==> config.mk <==
export PLATFORM = sky130hd
export DESIGN_NAME = serial_bank_mapper
export DESIGN_NICKNAME = d
export VERILOG_FILES = /design/src/hdl/sbm_pkg.sv /design/src/hdl/sbm_front.sv /design/src/hdl/sbm_queue.sv /design/src/hdl/sbm_back.sv /design/src/hdl/serial_bank_mapper.sv
export SDC_FILE = /design/constraint.sdc
export NUM_CORES = 1
export LEC_CHECK = 0
export BUFFER_PORTS_ARGS = -buffer_cell sky130_fd_sc_hd__buf_2
export CORE_MARGIN = 8
export CORE_UTILIZATION = 57
export CTS_CLUSTER_DIAMETER = 100
export DETAILED_ROUTE_END_ITERATION = 12
export PLACE_DENSITY = 0.89
export RECOVER_POWER = 100
export SYNTH_ARGS = -nofsm -noshare
export SYNTH_HDL_FRONTEND = slang
export SYNTH_HIERARCHICAL = 1
export SYNTH_SLANG_ARGS = --single-unit
==> constraint.sdc <==
create_clock -name aclk -period 3.7 [get_ports aclk]
set_input_delay 0.185 -clock aclk [delete_from_list [all_inputs] [get_ports aclk]]
set_output_delay 0.185 -clock aclk [all_outputs]
set_load 0.005 [all_outputs]
==> src/hdl/sbm_pkg.sv <==
`default_nettype none

package sbm_pkg;

    localparam int QUEUE_DEPTH = 2;

    localparam int CFG_IDX_W   = 2;
    localparam int CFG_DATA_W  = 5;
    localparam int S_TDATA_W   = 32;
    localparam int M_TDATA_W   = 24;

    localparam logic [CFG_IDX_W-1:0] CFG_PRG_BANK_COUNT = 2'd0;
    localparam logic [CFG_IDX_W-1:0] CFG_CHR_WRITABLE   = 2'd1;

    localparam logic [4:0] PRG_BANK_COUNT_RST = 5'd16;

    localparam logic [2:0] TGT_NONE    = 3'd0;
    localparam logic [2:0] TGT_PRG_ROM = 3'd1;
    localparam logic [2:0] TGT_PRG_RAM = 3'd2;
    localparam logic [2:0] TGT_CHR     = 3'd3;
    localparam logic [2:0] TGT_NT      = 3'd4;

    localparam logic [1:0] PRG_MODE_32K       = 2'd0;
    localparam logic [1:0] PRG_MODE_FIX_FIRST = 2'd1;
    localparam logic [1:0] PRG_MODE_FIX_LAST  = 2'd2;

    localparam logic [1:0] MIRROR_ONE_LOWER  = 2'd0;
    localparam logic [1:0] MIRROR_ONE_UPPER  = 2'd1;
    localparam logic [1:0] MIRROR_VERTICAL   = 2'd2;
    localparam logic [1:0] MIRROR_HORIZONTAL = 2'd3;

    localparam logic [1:0] SREG_CONTROL  = 2'd0;
    localparam logic [1:0] SREG_CHR_LOW  = 2'd1;
    localparam logic [1:0] SREG_CHR_HIGH = 2'd2;
    localparam logic [1:0] SREG_PRG      = 2'd3;

    localparam logic [4:0] SHIFT_EMPTY = 5'b10000;
    localparam logic [2:0] SHIFT_LAST  = 3'd5;

    typedef enum logic [2:0] {
        KIND_NONE,
        KIND_PRG_RAM,
        KIND_PRG_ROM,
        KIND_SERIAL,
        KIND_CHR,
        KIND_NT
    } sbm_kind_t;

    typedef struct packed {
        sbm_kind_t   kind;
        logic        wr;
        logic [15:0] addr;
        logic [7:0]  data;
    } sbm_req_t;

endpackage

`default_nettype wire

==> src/hdl/sbm_front.sv <==
`default_nettype none

module sbm_front (
    input  wire logic                  s_tvalid,
    output logic                       s_tready,
    input  wire logic [31:0]           s_tdata,   // op[1:0], bus_addr[17:2], wdata[25:18]
    input  wire logic                  chr_writable,
    input  wire logic                  q_full,
    output logic                       q_push,
    output sbm_pkg::sbm_req_t          q_req
);
    import sbm_pkg::*;

    logic [1:0]  op;
    logic [15:0] addr;
    logic [7:0]  wdata;

    assign op    = s_tdata[1:0];
    assign addr  = s_tdata[17:2];
    assign wdata = s_tdata[25:18];

    assign s_tready = !q_full;
    assign q_push   = s_tvalid && !q_full;

    always_comb begin
        q_req.kind = KIND_NONE;
        q_req.wr   = 1'b0;
        q_req.addr = addr;
        q_req.data = wdata;
        if (!op[1]) begin
            if (addr[15:13] == 3'b011) begin
                q_req.kind = KIND_PRG_RAM;
                q_req.wr   = op[0];
            end else if (addr[15]) begin
                q_req.kind = op[0] ? KIND_SERIAL : KIND_PRG_ROM;
            end
        end else begin
            if (addr[15:13] == 3'b000) begin
                if (!op[0] || chr_writable) begin
                    q_req.kind = KIND_CHR;
                    q_req.wr   = op[0];
                end
            end else if (addr[15:12] == 4'h2) begin
                q_req.kind = KIND_NT;
                q_req.wr   = op[0];
            end
        end
    end

endmodule

`default_nettype wire

==> src/hdl/sbm_queue.sv <==
`default_nettype none

module sbm_queue #(
    parameter int DEPTH = sbm_pkg::QUEUE_DEPTH
) (
    input  wire logic              aclk,
    input  wire logic              aresetn,
    input  wire logic              push,
    input  wire sbm_pkg::sbm_req_t push_req,
    output logic                   full,
    input  wire logic              pop,
    output logic                   empty,
    output sbm_pkg::sbm_req_t      head_req
);
    import sbm_pkg::*;

    localparam int PTR_W = (DEPTH > 1) ? $clog2(DEPTH) : 1;
    localparam int CNT_W = $clog2(DEPTH + 1);
    localparam logic [PTR_W-1:0] PTR_LAST = PTR_W'(DEPTH - 1);
    localparam logic [CNT_W-1:0] CNT_FULL = CNT_W'(DEPTH);

    sbm_req_t          entry_reg [DEPTH];
    logic [PTR_W-1:0]  wr_ptr_reg, wr_ptr_next;
    logic [PTR_W-1:0]  rd_ptr_reg, rd_ptr_next;
    logic [CNT_W-1:0]  count_reg, count_next;

    assign full     = (count_reg == CNT_FULL);
    assign empty    = (count_reg == '0);
    assign head_req = entry_reg[rd_ptr_reg];

    always_comb begin
        wr_ptr_next = wr_ptr_reg;
        rd_ptr_next = rd_ptr_reg;
        count_next  = count_reg;
        if (push) begin
            wr_ptr_next = (wr_ptr_reg == PTR_LAST) ? '0 : wr_ptr_reg + 1'b1;
        end
        if (pop) begin
            rd_ptr_next = (rd_ptr_reg == PTR_LAST) ? '0 : rd_ptr_reg + 1'b1;
        end
        if (push && !pop) begin
            count_next = count_reg + 1'b1;
        end else if (pop && !push) begin
            count_next = count_reg - 1'b1;
        end
    end

    always_ff @(posedge aclk) begin
        if (!aresetn) begin
            wr_ptr_reg <= '0;
            rd_ptr_reg <= '0;
            count_reg  <= '0;
        end else begin
            wr_ptr_reg <= wr_ptr_next;
            rd_ptr_reg <= rd_ptr_next;
            count_reg  <= count_next;
        end
    end

    always_ff @(posedge aclk) begin
        if (push) begin
            entry_reg[wr_ptr_reg] <= push_req;
        end
    end

endmodule

`default_nettype wire

==> src/hdl/sbm_back.sv <==
`default_nettype none

module sbm_back (
    input  wire logic              aclk,
    input  wire logic              aresetn,
    input  wire logic [4:0]        prg_bank_count,
    input  wire logic              q_empty,
    input  wire sbm_pkg::sbm_req_t q_req,
    output logic                   q_pop,
    output logic                   m_tvalid,
    input  wire logic              m_tready,
    output logic [23:0]            m_tdata    // target[2:0], phys_addr[20:3], write_strobe[21]
);
    import sbm_pkg::*;

    logic [4:0]  shift_reg, shift_next;
    logic [2:0]  count_reg, count_next;
    logic [1:0]  mirror_reg, mirror_next;
    logic [1:0]  prg_mode_reg, prg_mode_next;
    logic        chr_split_reg, chr_split_next;
    logic [4:0]  chr_low_reg, chr_low_next;
    logic [4:0]  chr_high_reg, chr_high_next;
    logic [3:0]  prg_sel_reg, prg_sel_next;

    logic        valid_reg;
    logic [2:0]  target_reg, target_next;
    logic [17:0] phys_reg, phys_next;
    logic        strobe_reg, strobe_next;

    logic [15:0] a;
    logic [3:0]  last_bank;
    logic [17:0] prg_rom_addr;
    logic [17:0] chr_addr;
    logic [17:0] nt_addr;
    logic        nt_page;
    logic [2:0]  count_inc;
    logic [4:0]  shift_in;

    assign a         = q_req.addr;
    assign q_pop     = !q_empty && (!valid_reg || m_tready);
    assign m_tvalid  = valid_reg;
    assign m_tdata   = {2'b00, strobe_reg, phys_reg, target_reg};
    assign last_bank = prg_bank_count[3:0] - 4'd1;
    assign count_inc = count_reg + 3'd1;
    assign shift_in  = {q_req.data[0], shift_reg[4:1]};

    always_comb begin
        case (prg_mode_reg)
            PRG_MODE_FIX_FIRST: prg_rom_addr = a[14] ? {prg_sel_reg, a[13:0]}
                                                     : {4'd0, a[13:0]};
            PRG_MODE_FIX_LAST:  prg_rom_addr = a[14] ? {last_bank, a[13:0]}
                                                     : {prg_sel_reg, a[13:0]};
            default:            prg_rom_addr = {prg_sel_reg[3:1], a[14:0]};
        endcase
    end

    always_comb begin
        if (chr_split_reg) begin
            chr_addr = {1'b0, (a[12] ? chr_high_reg : chr_low_reg), a[11:0]};
        end else begin
            chr_addr = {1'b0, chr_low_reg[4:1], a[12:0]};
        end
    end

    always_comb begin
        case (mirror_reg)
            MIRROR_ONE_LOWER: nt_page = 1'b0;
            MIRROR_ONE_UPPER: nt_page = 1'b1;
            MIRROR_VERTICAL:  nt_page = a[10];
            default:          nt_page = a[11];
        endcase
        nt_addr = {7'd0, nt_page, a[9:0]};
    end

    always_comb begin
        shift_next     = shift_reg;
        count_next     = count_reg;
        mirror_next    = mirror_reg;
        prg_mode_next  = prg_mode_reg;
        chr_split_next = chr_split_reg;
        chr_low_next   = chr_low_reg;
        chr_high_next  = chr_high_reg;
        prg_sel_next   = prg_sel_reg;
        target_next    = TGT_NONE;
        phys_next      = '0;
        strobe_next    = q_req.wr;
        case (q_req.kind)
            KIND_PRG_RAM: begin
                target_next = TGT_PRG_RAM;
                phys_next   = {5'd0, a[12:0]};
            end
            KIND_PRG_ROM: begin
                target_next = TGT_PRG_ROM;
                phys_next   = prg_rom_addr;
            end
            KIND_CHR: begin
                target_next = TGT_CHR;
                phys_next   = chr_addr;
            end
            KIND_NT: begin
                target_next = TGT_NT;
                phys_next   = nt_addr;
            end
            KIND_SERIAL: begin
                strobe_next = 1'b0;
                if (q_req.data[7]) begin
                    shift_next = SHIFT_EMPTY;
                    count_next = '0;
                end else if (count_inc == SHIFT_LAST) begin
                    shift_next = SHIFT_EMPTY;
                    count_next = '0;
                    case (a[14:13])
                        SREG_CONTROL: begin
                            mirror_next    = shift_in[1:0];
                            prg_mode_next  = !shift_in[3] ? PRG_MODE_32K :
                                             shift_in[2]  ? PRG_MODE_FIX_LAST
                                                          : PRG_MODE_FIX_FIRST;
                            chr_split_next = shift_in[4];
                        end
                        SREG_CHR_LOW:  chr_low_next  = shift_in;
                        SREG_CHR_HIGH: chr_high_next = shift_in;
                        SREG_PRG:      prg_sel_next  = shift_in[3:0];
                        default:       prg_sel_next  = prg_sel_reg;
                    endcase
                end else begin
                    shift_next = shift_in;
                    count_next = count_inc;
                end
            end
            default: begin
                strobe_next = 1'b0;
            end
        endcase
    end

    always_ff @(posedge aclk) begin
        if (!aresetn) begin
            shift_reg     <= '0;
            count_reg     <= '0;
            mirror_reg    <= MIRROR_ONE_LOWER;
            prg_mode_reg  <= PRG_MODE_32K;
            chr_split_reg <= 1'b0;
            chr_low_reg   <= '0;
            chr_high_reg  <= '0;
            prg_sel_reg   <= '0;
            valid_reg     <= 1'b0;
        end else begin
            if (q_pop) begin
                shift_reg     <= shift_next;
                count_reg     <= count_next;
                mirror_reg    <= mirror_next;
                prg_mode_reg  <= prg_mode_next;
                chr_split_reg <= chr_split_next;
                chr_low_reg   <= chr_low_next;
                chr_high_reg  <= chr_high_next;
                prg_sel_reg   <= prg_sel_next;
                valid_reg     <= 1'b1;
            end else if (m_tready) begin
                valid_reg     <= 1'b0;
            end
        end
    end

    always_ff @(posedge aclk) begin
        if (q_pop) begin
            target_reg <= target_next;
            phys_reg   <= phys_next;
            strobe_reg <= strobe_next;
        end
    end

endmodule

`default_nettype wire

==> src/hdl/serial_bank_mapper.sv <==
// serial_bank_mapper: bank-switching memory mapper with a five-bit serial
// configuration port.
// s_ channel: one CPU or PPU bus access per request. m_ channel: one result
// per request, in order: target memory, physical address, write strobe.
// CPU writes at 0x8000 and above go to the serial port and return target none.
// cfg_ port: cfg_addr 0 writes the program bank count, 1 the pattern RAM
// write enable; other indexes are ignored. Write only while idle.
// Requests pass the queue, then the output register. Throughput: one request
// per cycle unless stalled; the back end resolves one per cycle against the
// bank registers it alone updates, so accesses see serial writes in order.
// A QUEUE_DEPTH-entry queue lies between classifier and address generator.
// When the receiver stalls, the output register holds, the queue fills and
// s_tready falls once it is full.
// Reset (aresetn low, synchronous) empties queue and output register, clears
// all bank registers and sets the bank count to 16 with pattern RAM read-only.
`default_nettype none

module serial_bank_mapper #(
    parameter int QUEUE_DEPTH = sbm_pkg::QUEUE_DEPTH
) (
    input  wire logic                          aclk,
    input  wire logic                          aresetn,
    input  wire logic                          s_tvalid,
    output logic                               s_tready,
    input  wire logic [sbm_pkg::S_TDATA_W-1:0] s_tdata,   // op[1:0], bus_addr[17:2], wdata[25:18]
    output logic                               m_tvalid,
    input  wire logic                          m_tready,
    output logic [sbm_pkg::M_TDATA_W-1:0]      m_tdata,   // target[2:0], phys_addr[20:3], write_strobe[21]
    input  wire logic                          cfg_wr_en,
    input  wire logic [sbm_pkg::CFG_IDX_W-1:0] cfg_addr,
    input  wire logic [sbm_pkg::CFG_DATA_W-1:0] cfg_wdata
);
    import sbm_pkg::*;

    logic [4:0] bank_count_reg;
    logic       chr_wr_reg;
    logic       q_full;
    logic       q_empty;
    logic       q_push;
    logic       q_pop;
    sbm_req_t   push_req;
    sbm_req_t   head_req;

    always_ff @(posedge aclk) begin
        if (!aresetn) begin
            bank_count_reg <= PRG_BANK_COUNT_RST;
            chr_wr_reg     <= 1'b0;
        end else if (cfg_wr_en) begin
            if (cfg_addr == CFG_PRG_BANK_COUNT) begin
                bank_count_reg <= cfg_wdata[4:0];
            end else if (cfg_addr == CFG_CHR_WRITABLE) begin
                chr_wr_reg <= cfg_wdata[0];
            end
        end
    end

    sbm_front u_front (
        .s_tvalid     (s_tvalid),
        .s_tready     (s_tready),
        .s_tdata      (s_tdata),
        .chr_writable (chr_wr_reg),
        .q_full       (q_full),
        .q_push       (q_push),
        .q_req        (push_req)
    );

    sbm_queue #(
        .DEPTH (QUEUE_DEPTH)
    ) u_queue (
        .aclk     (aclk),
        .aresetn  (aresetn),
        .push     (q_push),
        .push_req (push_req),
        .full     (q_full),
        .pop      (q_pop),
        .empty    (q_empty),
        .head_req (head_req)
    );

    sbm_back u_back (
        .aclk           (aclk),
        .aresetn        (aresetn),
        .prg_bank_count (bank_count_reg),
        .q_empty        (q_empty),
        .q_req          (head_req),
        .q_pop          (q_pop),
        .m_tvalid       (m_tvalid),
        .m_tready       (m_tready),
        .m_tdata        (m_tdata)
    );

endmodule

`default_nettype wire
After elaboration in Yosys (flattened, before gate mapping)
Memory sizes are Yosys's and may differ from the RTL's. A register that Yosys moved wholly into a read port is not among the register bits.
Index checks and enable logic that the tools add are counted.
Widths: inputs -> output; s select.
{ "word_totals": {"ff_bits": 59, "out_inout_bits": 26, "ramBits": 56, "word_cells": 102, "n_memories": 1, "input_bits": 44} }
{ "op_classes": {"muxes": 32, "reduce_logical": 27, "n_eq_ne": 17, "addsub": 6, "bitwise_logic": 2} }
{ "mem_list": {"columns": ["memory", "words", "width", "read_ports", "rd_clocked_by_memory_dff", "wr", "line", "text"], "rows": [
  ["u_queue.entry_reg", 2, 28, 1, 1, 1, "sbm_queue.sv:22", "sbm_req_t entry_reg [DEPTH];"]
]} }
{ "ops": {"columns": ["cell", "count"], "rows": [
  ["$pmux 18 s4", 1],
  ["$mux 18", 2],
  ["$pmux 18 s2", 1],
  ["$reduce_and 5->1", 4],
  ["$mux 17", 1],
  ["$mux 4", 4],
  ["$mux 5", 3],
  ["$mux 3", 4],
  ["$pmux 3 s4", 1],
  ["$eq 2x2->1 const B", 5],
  ["$mux 1", 10],
  ["$eq 3x2->1 const B", 3],
  ["$eq 3x3->1 const B", 3],
  ["$eq 2x1->1 const B", 4],
  ["$logic_not 2->1", 4],
  ["$mux 2", 4],
  ["$logic_not 1->1", 6],
  ["$eq 4x2->1 const B", 1],
  ["$logic_and 1x1->1", 4],
  ["$reduce_and 2->1", 2],
  ["$reduce_bool 2->1", 2],
  ["$reduce_or 4->1", 1],
  ["$sub 4x1->4 const B", 1],
  ["$add 3x1->3 const B", 1],
  ["other kinds (9)", 12]
]} }

Depth between registers and ports, before layout
Gate-level depths: netlist of the first run.
{ "logic_depth": {"ltp_word": 7, "depth_mapped": 9, "mapped_depth_nobuf": 7} }

Hierarchy
The synthesis of the first run kept the hierarchy.
{ "by_module_without_submodules": {"columns": ["mod", "area_per_inst_um2", "instances", "cells_each", "seq_area_each_um2"], "rows": [
  ["sbm_back", 2255.9, 1, 207, 1201.2],
  ["sbm_queue", 2243.4, 1, 109, 1781.7],
  ["sbm_front", 280.3, 1, 38, 0.0],
  ["serial_bank_mapper", 257.7, 1, 26, 120.1]
]} }

Least setup slack after synthesis of the first run
OpenSTA, ideal clock, no wires.
{ "synth_path": {"kind": "register -> register", "start": "register u_queue.count_reg[0]", "end": "memory u_queue/entry_reg[0][0] in the netlist's numbering (enable)", "setup_time_ps": 418, "setup_slack_ps": 1147, "stages_incl_launch_ff": 4, "t_required_ps": 3282, "arrival_ps": 2135, "n_path_buf": 0, "period_less_slack_ps": 2553, "path_cell_list": "dfxtp_1 and2b_2 nor2b_1 nor2b_1"} }
{ "synth_between": {"elab_chain_len": 5} }
{ "synth_rtl": {"columns": ["item", "line", "text"], "rows": [
  ["from (decl)", "sbm_queue.sv:25", "logic [CNT_W-1:0] count_reg, count_next;"],
  ["from (signal assigned)", "sbm_queue.sv:56", "count_reg <= count_next;"],
  ["$eq 2x2->1", "sbm_queue.sv:27", "assign full = (count_reg == CNT_FULL);"],
  ["via q_full", "serial_bank_mapper.sv:37", "logic q_full;"],
  ["$logic_not 1->1", "sbm_front.sv:23", "assign q_push = s_tvalid && !q_full;"],
  ["$logic_and 1x1->1", "sbm_front.sv:23", null],
  ["via q_push", "serial_bank_mapper.sv:39", "logic q_push;"],
  ["$mux 1", "sbm_queue.sv:61", "if (push) begin"],
  ["$mux 1 (implied by the code)", "sbm_queue.sv:62", "entry_reg[wr_ptr_reg] <= push_req;"],
  ["to (decl)", "sbm_queue.sv:22", null]
]} }
The timed path passes the listed nets, and every way through them passes these cells.

==> flow_summary.json, run 1 <==
{
  "synth_area_per_cell_um2": 12.77,
  "antenna_cells": 0,
  "final_max_slew_viol_count": 71,
  "viasPerCell": 5.392,
  "worstPathCellList": "clkbuf_1, mux2_1, nor4_4, nand4_1, mux2i_1",
  "tightestPinTransition_ps": 1926,
  "antenna_found_initial": 0,
  "arrival_ps": 3170,
  "cts_made_buffers": 9,
  "initialDrtViolationCount": 217,
  "cts.htree.levels": 3,
  "finClkSkew_ps": 6.231,
  "track_usage_pct": 14.81,
  "grt_pass1_vias": 2804,
  "dp_hpwl_mm": 5.731,
  "start_util_pct": 58.10,
  "nFillCells": 585,
  "required_ps": 3970,
  "dieWidth_um": 104.3,
  "wl_per_cell_um": 16.16,
  "drive_gt1_share_pct": 17.69,
  "hold_viol": 0,
  "setup_tns_ps": 0,
  "cts.path.max_buffers": 2,
  "largest_reg_flops": 42,
  "io_buffer_count": 54,
  "dr_total_vias": 2653,
  "post-route-util_pct": 62.53,
  "cts_sinks": 101,
  "clk_pin_slew_ps": 90,
  "die_h_um": 104.3,
  "worstSetupPathType": "reg -> reg",
  "cp_max_fo": 12,
  "powerDensity_mw_per_mm2": 604.2,
  "area_delta_synth_final_pct": 7.632,
  "antenna_left": 0,
  "drt-total-wl_mm": 7.953,
  "synth_area_mm2": 0.004443,
  "num_rows": 32,
  "violations": "max-capacitance violations, max-slew violations",
  "yosys_warnings": 6,
  "coreArea_mm2": 0.007647,
  "grt_pass1_wl_mm": 13.15,
  "cp-start-kind": "flip-flop",
  "drc": 0,
  "period_needed_ps": 2901,
  "dieArea_mm2": 0.01088,
  "clockRootBuffer": "clkbuf_8",
  "irDropWorstVdd_mv": 0.3523,
  "maxCapViolations": 3,
  "cts_resized": 0,
  "slew-limit-headroom_pct": -28.69,
  "max_freq_mhz": 344.7,
  "grt_max_degree": 48,
  "postSynthCellCount": 348,
  "outcome": "finished with violations",
  "cpMaxStageDelayCell": "dfxtp_1",
  "rsz0062_at_grt": "false",
  "grt-ovfl-total": 0,
  "nets": 435,
  "cts_tree": "yes",
  "globalplace.congestion": 0.7790,
  "cp_slowest_stage_delay_ps": 660,
  "holdWs_ps": 18.34,
  "ios": 70,
  "firstDrtPassIters": 4,
  "final-setup-viol-count": 0,
  "p_leak_nw": 1.802,
  "fin_crit_sh_pct": 78.41,
  "hold_path_class": "in -> reg",
  "critPathCaptureType": "flip-flop",
  "clk_latency_ps": 350
}
routing by layer:
| layer | vias to the layer above | track usage [%] | routed length (µm) |
|---|---|---|---|
| met1 | 1288 | 16.42 | 3252 |
| li1 | 1293 | - | - |
| met2 | 59 | 26.23 | 4213 |
| met5 | - | 0 | 0 |
| met4 | 0 | 6.205 | 172 |
| met3 | 13 | 3.779 | 314 |
timing repair:
item | in CTS | in global routing
hold endpoints to repair | 0 | 4
hold buffers | 0 | 2
setup buffers | 0 | 0
cell usage in the layout (no fill, tap or decap), drive strengths merged, types with 2 or more instances in the layout:
master,n
and3,2
o31ai,2
nand2,47
nor2,6
inv,12
nor3,3
nor2b,6
xor2,3
o21ai,4
mux2i,28
and2,15
dlygate4sd3,2
dfxtp,37
nand3b,5
a32o,2
or3,2
and2b,2
nand2b,4
mux2,21
xnor2,6
conb,2
or3b,3
a21oi,4
clkinv,4
buf,31
nand3,2
a21boi,2
clkbuf,35
nor3b,2
edfxtp,64
o21a,2
ha,6
nand4,2
o22ai,9
metrics by stage:
step / setup slack, ps / area (µm²) / cells / total power [W]
after global routing: 528.4 / 4782 / 492 / 0.003048
after CTS: 1079 / 4823 / 490 / 0.002953
after global placement: 1170 / 4642 / 474 / 0.002279
final: 798.7 / 4782 / 492 / 0.002889
after floorplan: 1185 / 4447 / 349 / 0.002078
after detailed placement: 1126 / 4642 / 474 / 0.002319
cell type report:
type	instances	area, µm²	share of cell area, %
clock inverter	6	53.80	1.125
tap	102	127.6	2.669
multi-input combinational	203	1496	31.29
inverter	12	45.04	0.9419
clock buffer	10	127.6	2.669
sequential	101	2663	55.68
timing repair buffer	58	269.0	5.625
critical path, delay by kind of cell, from the launching register on:
family	cells	cell delay (ps)
buffers and inverters	1	510
DFF	1	660
muxes	2	740
and+or+nand+nor	2	890
where the power goes:
part / internal (W) / total, W / switching (W)
clock: 0.000305 / 0.000649 / 0.000343
sequential: 0.00148 / 0.00156 / 0.0000750
combinational: 0.000287 / 0.000685 / 0.000398
worst paths after layout:
path | slack [ps] | startpoint | depth (start not counted) | endpoint
worst max-delay path | 800 | flip-flop | 5 | u_back/prg_mode_reg[1]$_SDFFE_PN0P_
worst min-delay path | 20 | s_tdata[2] | 1 | u_queue/entry_reg[1][8]$_DFFE_PP_
worst max register to register | 800 | flip-flop | 5 | u_back/prg_mode_reg[1]$_SDFFE_PN0P_
worst min register to register | 460 | u_back/chr_high_reg[4]$_SDFFE_PN0P_ | 2 | u_back/chr_high_reg[4]$_SDFFE_PN0P_
Power figures use the tool's default switching activity.
==> inputs of run 2 (changes only) <==
--- a/config.mk
+++ b/config.mk
@@ -7,10 +7,10 @@
 export LEC_CHECK = 0
 export BUFFER_PORTS_ARGS = -buffer_cell sky130_fd_sc_hd__buf_2
 export CORE_MARGIN = 8
-export CORE_UTILIZATION = 57
+export CORE_UTILIZATION = 52
 export CTS_CLUSTER_DIAMETER = 100
 export DETAILED_ROUTE_END_ITERATION = 12
-export PLACE_DENSITY = 0.89
+export PLACE_DENSITY = 0.86
 export RECOVER_POWER = 100
 export SYNTH_ARGS = -nofsm -noshare
 export SYNTH_HDL_FRONTEND = slang
==> constraint.sdc (replaced) <==
create_clock -name aclk -period 2.65 [get_ports aclk]
set_input_delay 0.1325 -clock aclk [delete_from_list [all_inputs] [get_ports aclk]]
set_output_delay 0.1325 -clock aclk [all_outputs]
set_load 0.005 [all_outputs]
==> flow_summary.json, run 2 (same netlist as run 1, synthesis figures left out) <==
{
  "outcome": "finished with violations",
  "violations": "max-capacitance violations, max-slew violations",
  "antenna_left": 0,
  "grt_pass1_wl_mm": 13.54,
  "final-setup-viol-count": 0,
  "final_max_slew_viol_count": 48,
  "worstSetupPathType": "reg -> reg",
  "multiInputGateArea_mm2": 0.001509,
  "firstDrtPassIters": 4,
  "hold_buffers": 17,
  "wl_per_cell_um": 16.41,
  "critPathCaptureType": "flip-flop",
  "antenna_found_initial": 0,
  "final_cell_mix": "edfxtp_1, nand2_1, dfxtp_1, clkbuf_1, mux2i_1",
  "period_needed_ps": 2349,
  "rsz0062_at_grt": "false",
  "fin_ws_ps": 301.5,
  "max_freq_mhz": 425.8,
  "power_w": 0.004161,
  "cts_resized": 0,
  "top_layer": "met4",
  "setup_tns_ps": 0,
  "slew-limit-headroom_pct": -22.93,
  "final-seq-area_mm2": 0.002663,
  "dpl-instance-area_mm2": 0.004683,
  "grt_max_degree": 48,
  "finClkSkew_ps": 21.53,
  "coreArea_mm2": 0.008258,
  "dr_total_vias": 2724,
  "wl_met3_um": 419,
  "cpMaxStageDelayCell": "nor4b_4",
  "wl_met2_mm": 4.444,
  "cts.htree.levels": 3,
  "ios": 70,
  "arrival_ps": 2640,
  "io_buffer_count": 54,
  "fin_crit_sh_pct": 88.62,
  "drc": 0,
  "cts_made_buffers": 9,
  "cp_slowest_stage_delay_ps": 520,
  "die_h_um": 108.4,
  "globalplace.congestion": 0.8059,
  "dieWidth_um": 108.4,
  "hold_viol": 0,
  "track_usage_pct": 14.77,
  "grt-ovfl-total": 0,
  "wl_met1_mm": 3.403,
  "drive_gt1_share_pct": 17.80,
  "cp_max_fo": 8,
  "num_rows": 33,
  "nFillCells": 666,
  "clk_latency_ps": 380,
  "powerDensity_mw_per_mm2": 835.8,
  "area_delta_synth_final_pct": 12.05,
  "post_cts_buffers": 0,
  "drt-total-wl_mm": 8.452,
  "largest_reg_flops": 42,
  "antenna_cells": 0,
  "dp_slack_ps": 388.8,
  "hold_path_class": "in -> reg",
  "tightestPinTransition_ps": 1844,
  "cts.path.max_buffers": 2,
  "clockRootBuffer": "clkbuf_8",
  "nets": 455,
  "dieArea_mm2": 0.01176,
  "cp-start-kind": "flip-flop",
  "worstPathCellList": "mux2_1, nand3b_4, nor4_4, nor4b_4, mux2i_1",
  "initialDrtViolationCount": 147,
  "maxCapViolations": 1,
  "final_common_cell": "edfxtp_1",
  "p_leak_nw": 1.890,
  "viasPerCell": 5.289,
  "cts_tree": "yes",
  "clk_pin_slew_ps": 100,
  "cts_sinks": 101,
  "irDropWorstVdd_mv": 0.4837,
  "start_util_pct": 53.80,
  "grt_pass1_vias": 2784,
  "dp_hpwl_mm": 5.820,
  "required_ps": 2940,
  "fin_area_mm2": 0.004979
}
## run 2: changes by cell type in the layout (fill, tap and decap cells not counted), sizes merged, moves of 3 or more
cell / delta
dlygate4sd3: +15
buf: -3
inv: +6
clkinv: -3
clkbuf: +7
## run 2: worst paths after layout
check                                                         start                                  end  slack (ps)  cells past startpoint
worst max-delay path                                      flip-flop  u_back/chr_high_reg[3]$_SDFFE_PN0P_         300                      5
worst min-delay path                                   cfg_wdata[3]       bank_count_reg[3]$_SDFFE_PN0P_          20                      3
worst max register to register                            flip-flop  u_back/chr_high_reg[3]$_SDFFE_PN0P_         300                      5
worst min register to register  u_back/chr_high_reg[4]$_SDFFE_PN0P_  u_back/chr_high_reg[4]$_SDFFE_PN0P_         470                      2
## run 2: layer usage
metal | vias to the layer above | global-route usage [%]
li1 | 1330 | -
met2 | 66 | 26.07
met4 | 0 | 7.331
met5 | - | 0
met3 | 13 | 2.677
met1 | 1315 | 16.83
## run 2: per-stage QoR
stage	hold WS (ps)	cells	utilization, %
2_1_floorplan	250.0	349	-
3_3_place_gp	321.6	482	56.71
3_5_place_dp	324.7	482	56.71
4_1_cts	3.177	515	61.11
5_1_grt	10.48	515	60.29
6_report	16.35	515	60.29
## run 2: final cells by class
cell class	count	area share (%)
clock inverters	7	1.382
well taps	105	2.639
multi-input cells	203	30.31
inverters	12	0.9048
flip-flops and latches	101	53.48
clock buffers	9	2.488
repair buffers	78	8.796
## run 2: power breakdown
part | total (W) | switching [W] | internal (W)
registers | 0.00217 | 0.000101 | 0.00207
logic | 0.00104 | 0.000611 | 0.000430
clock network | 0.000954 | 0.000581 | 0.000373
## run 2: critical path, delay by kind of cell, from the launching register on
family           cells  cell delay [ps]
muxes                2              710
and+or+nand+nor      3             1050
DFF                  1              500
==> inputs of run 3 (changes only) <==
--- a/config.mk
+++ b/config.mk
@@ -7,10 +7,10 @@
 export LEC_CHECK = 0
 export BUFFER_PORTS_ARGS = -buffer_cell sky130_fd_sc_hd__buf_2
 export CORE_MARGIN = 8
-export CORE_UTILIZATION = 52
+export CORE_UTILIZATION = 58
 export CTS_CLUSTER_DIAMETER = 100
 export DETAILED_ROUTE_END_ITERATION = 12
-export PLACE_DENSITY = 0.86
+export PLACE_DENSITY = 0.9
 export RECOVER_POWER = 100
 export SYNTH_ARGS = -nofsm -noshare
 export SYNTH_HDL_FRONTEND = slang
==> constraint.sdc (replaced) <==
create_clock -name aclk -period 2.8 [get_ports aclk]
set_input_delay 0.14 -clock aclk [delete_from_list [all_inputs] [get_ports aclk]]
set_output_delay 0.14 -clock aclk [all_outputs]
set_load 0.005 [all_outputs]
==> flow_summary.json, run 3 (same netlist as run 1, synthesis figures left out) <==
{
  "cts_made_buffers": 9,
  "required_ps": 3080,
  "tightestPinTransition_ps": 1837,
  "drc": 0,
  "grt_max_degree": 48,
  "rsz0062_at_grt": "false",
  "critPathCaptureType": "flip-flop",
  "violations": "max-capacitance violations, max-slew violations",
  "period_needed_ps": 2472,
  "dpl-instance-area_mm2": 0.004672,
  "min_from": "cfg_wdata[3]",
  "globalplace.congestion": 0.7697,
  "setup_tns_ps": 0,
  "cts_sinks": 101,
  "antenna_found_initial": 0,
  "num_rows": 32,
  "ff2ff_setup_slack_ps": 330,
  "firstDrtPassIters": 5,
  "viasPerCell": 5.456,
  "hold_end": "bank_count_reg[3]$_SDFFE_PN0P_",
  "dp_slack_ps": 359.4,
  "grt_pass1_vias": 2911,
  "holdWs_ps": 26.86,
  "cts_resized": 0,
  "dieWidth_um": 103.5,
  "reg2regPathDepth": 6,
  "antenna_cells": 0,
  "dieArea_mm2": 0.01072,
  "powerDensity_mw_per_mm2": 788.2,
  "grt_pass1_wl_mm": 13.85,
  "fin_area_mm2": 0.004954,
  "area_delta_synth_final_pct": 11.49,
  "cp-start-kind": "flip-flop",
  "wl_per_cell_um": 16.49,
  "antenna_left": 0,
  "cpMaxStageDelayCell": "dfxtp_1",
  "p_leak_nw": 1.857,
  "cts_tree": "yes",
  "hold_path_class": "in -> reg",
  "drive_gt1_share_pct": 16.95,
  "max_freq_mhz": 404.6,
  "fin_ws_ps": 328.5,
  "dp.cells": 478,
  "clk_pin_slew_ps": 90,
  "dr_total_vias": 2777,
  "start_util_pct": 58.71,
  "r2r_end": "u_back/chr_high_reg[2]$_SDFFE_PN0P_",
  "track_usage_pct": 15.88,
  "die_h_um": 103.5,
  "cts.htree.levels": 3,
  "final_max_slew_viol_count": 48,
  "maxCapViolations": 1,
  "nets": 453,
  "coreArea_mm2": 0.007567,
  "drt-total-wl_mm": 8.393,
  "worstSetupPathType": "reg -> reg",
  "holdPathStages": 3,
  "cts.path.max_buffers": 2,
  "outcome": "finished with violations",
  "final_common_cell": "edfxtp_1",
  "irDropWorstVdd_mv": 0.5457,
  "final_cell_mix": "edfxtp_1, nand2_1, dfxtp_1, clkbuf_1, mux2i_1",
  "ios": 70,
  "post_cts_buffers": 0,
  "finClkSkew_ps": 9.524,
  "arrival_ps": 2750,
  "initialDrtViolationCount": 170,
  "grt-ovfl-total": 0,
  "hold_viol": 0,
  "path_delay_family": "simple AND/OR/NAND/NOR gates",
  "instances_no_fill": 509,
  "cp_slowest_stage_delay_ps": 630,
  "slew-limit-headroom_pct": -22.47,
  "final-setup-viol-count": 0,
  "clockRootBuffer": "clkbuf_8",
  "worstPathCellList": "buf_4, mux2_2, nand3b_4, nor4_4, nor4b_4, mux2i_1",
  "path_buf_inv": 1,
  "io_buffer_count": 54,
  "fin_crit_sh_pct": 88.27,
  "clk_latency_ps": 360,
  "cp_max_fo": 10,
  "dp_hpwl_mm": 5.825,
  "largest_reg_flops": 42
}
==> run 3: cell types whose count changed in the layout (fill, tap and decap cells not counted), sizes merged <==
cell / before / now
buf: 28 / 23
inv: 18 / 13
clkbuf: 42 / 46
clkinvlp: 0 / 2
bufinv: 0 / 1
clkinv: 1 / 2
dlygate4sd3: 17 / 16
==> run 3: worst register-to-register path, stage by stage (launching register included) <==
cell      delay, ps
dfxtp_1         630
buf_4           270
mux2_2          280
nand3b_4        120
nor4_4          310
nor4b_4         530
mux2i_1         250
==> run 3: timing repair <==
item	CTS	global route
hold buffers	16	0
endpoints found under the setup margin	0	0
endpoints found under the hold margin	32	0
==> run 3: worst max-delay path by stage <==
stage / from / to / depth (start not counted)
6_report: flip-flop / u_back/chr_high_reg[2]$_SDFFE_PN0P_ / 6
5_1_grt: flip-flop / u_back/chr_high_reg[0]$_SDFFE_PN0P_ / 6
4_1_cts: flip-flop / u_back/chr_high_reg[0]$_SDFFE_PN0P_ / 6
3_5_place_dp: flip-flop / u_back/chr_high_reg[2]$_SDFFE_PN0P_ / 6
3_3_place_gp: flip-flop / u_back/phys_reg[11]$_DFFE_PP_ / 4
2_1_floorplan: u_queue/count_reg[0]$_SDFFE_PN0P_ / u_queue/count_reg[1]$_SDFFE_PN0P_ / 6
==> run 3: final cells by class <==
type                            count  area, µm²
Timing Repair Buffer               76      419.2
Multi-Input combinational cell    203       1511
Fill cell                         552       2614
Sequential cell                   101       2663
Inverter                           12      45.04
Clock buffer                        9      123.9
Tap cell                          102      127.6
Clock inverter                      6      63.81
==> run 3: power breakdown <==
group	switching (W)	internal (W)	leakage, nW
registers	0.000100	0.00196	0.910
clock network	0.000476	0.000407	0.0893
logic	0.000558	0.000407	0.858
total	0.00113	0.00277	1.86
==> run 3: layer usage <==
| metal | up-vias | GRT usage (%) | share of wire (%) |
|---|---|---|---|
| li1 | 1329 | - | - |
| met1 | 1350 | 17.89 | 42 |
| met2 | 75 | 27.45 | 51 |
| met3 | 23 | 3.098 | 3.8 |
| met4 | 0 | 9.129 | 3.6 |
| met5 | - | 0 | 0 |
==> run 3: per-stage QoR <==
step | total power (W) | util, %
finish | 0.003904 | 65.46
global route | 0.004105 | 65.46
CTS | 0.003973 | 66.34
detailed placement | 0.003085 | 61.74
global placement | 0.003021 | 61.74
floorplan | 0.002746 | -
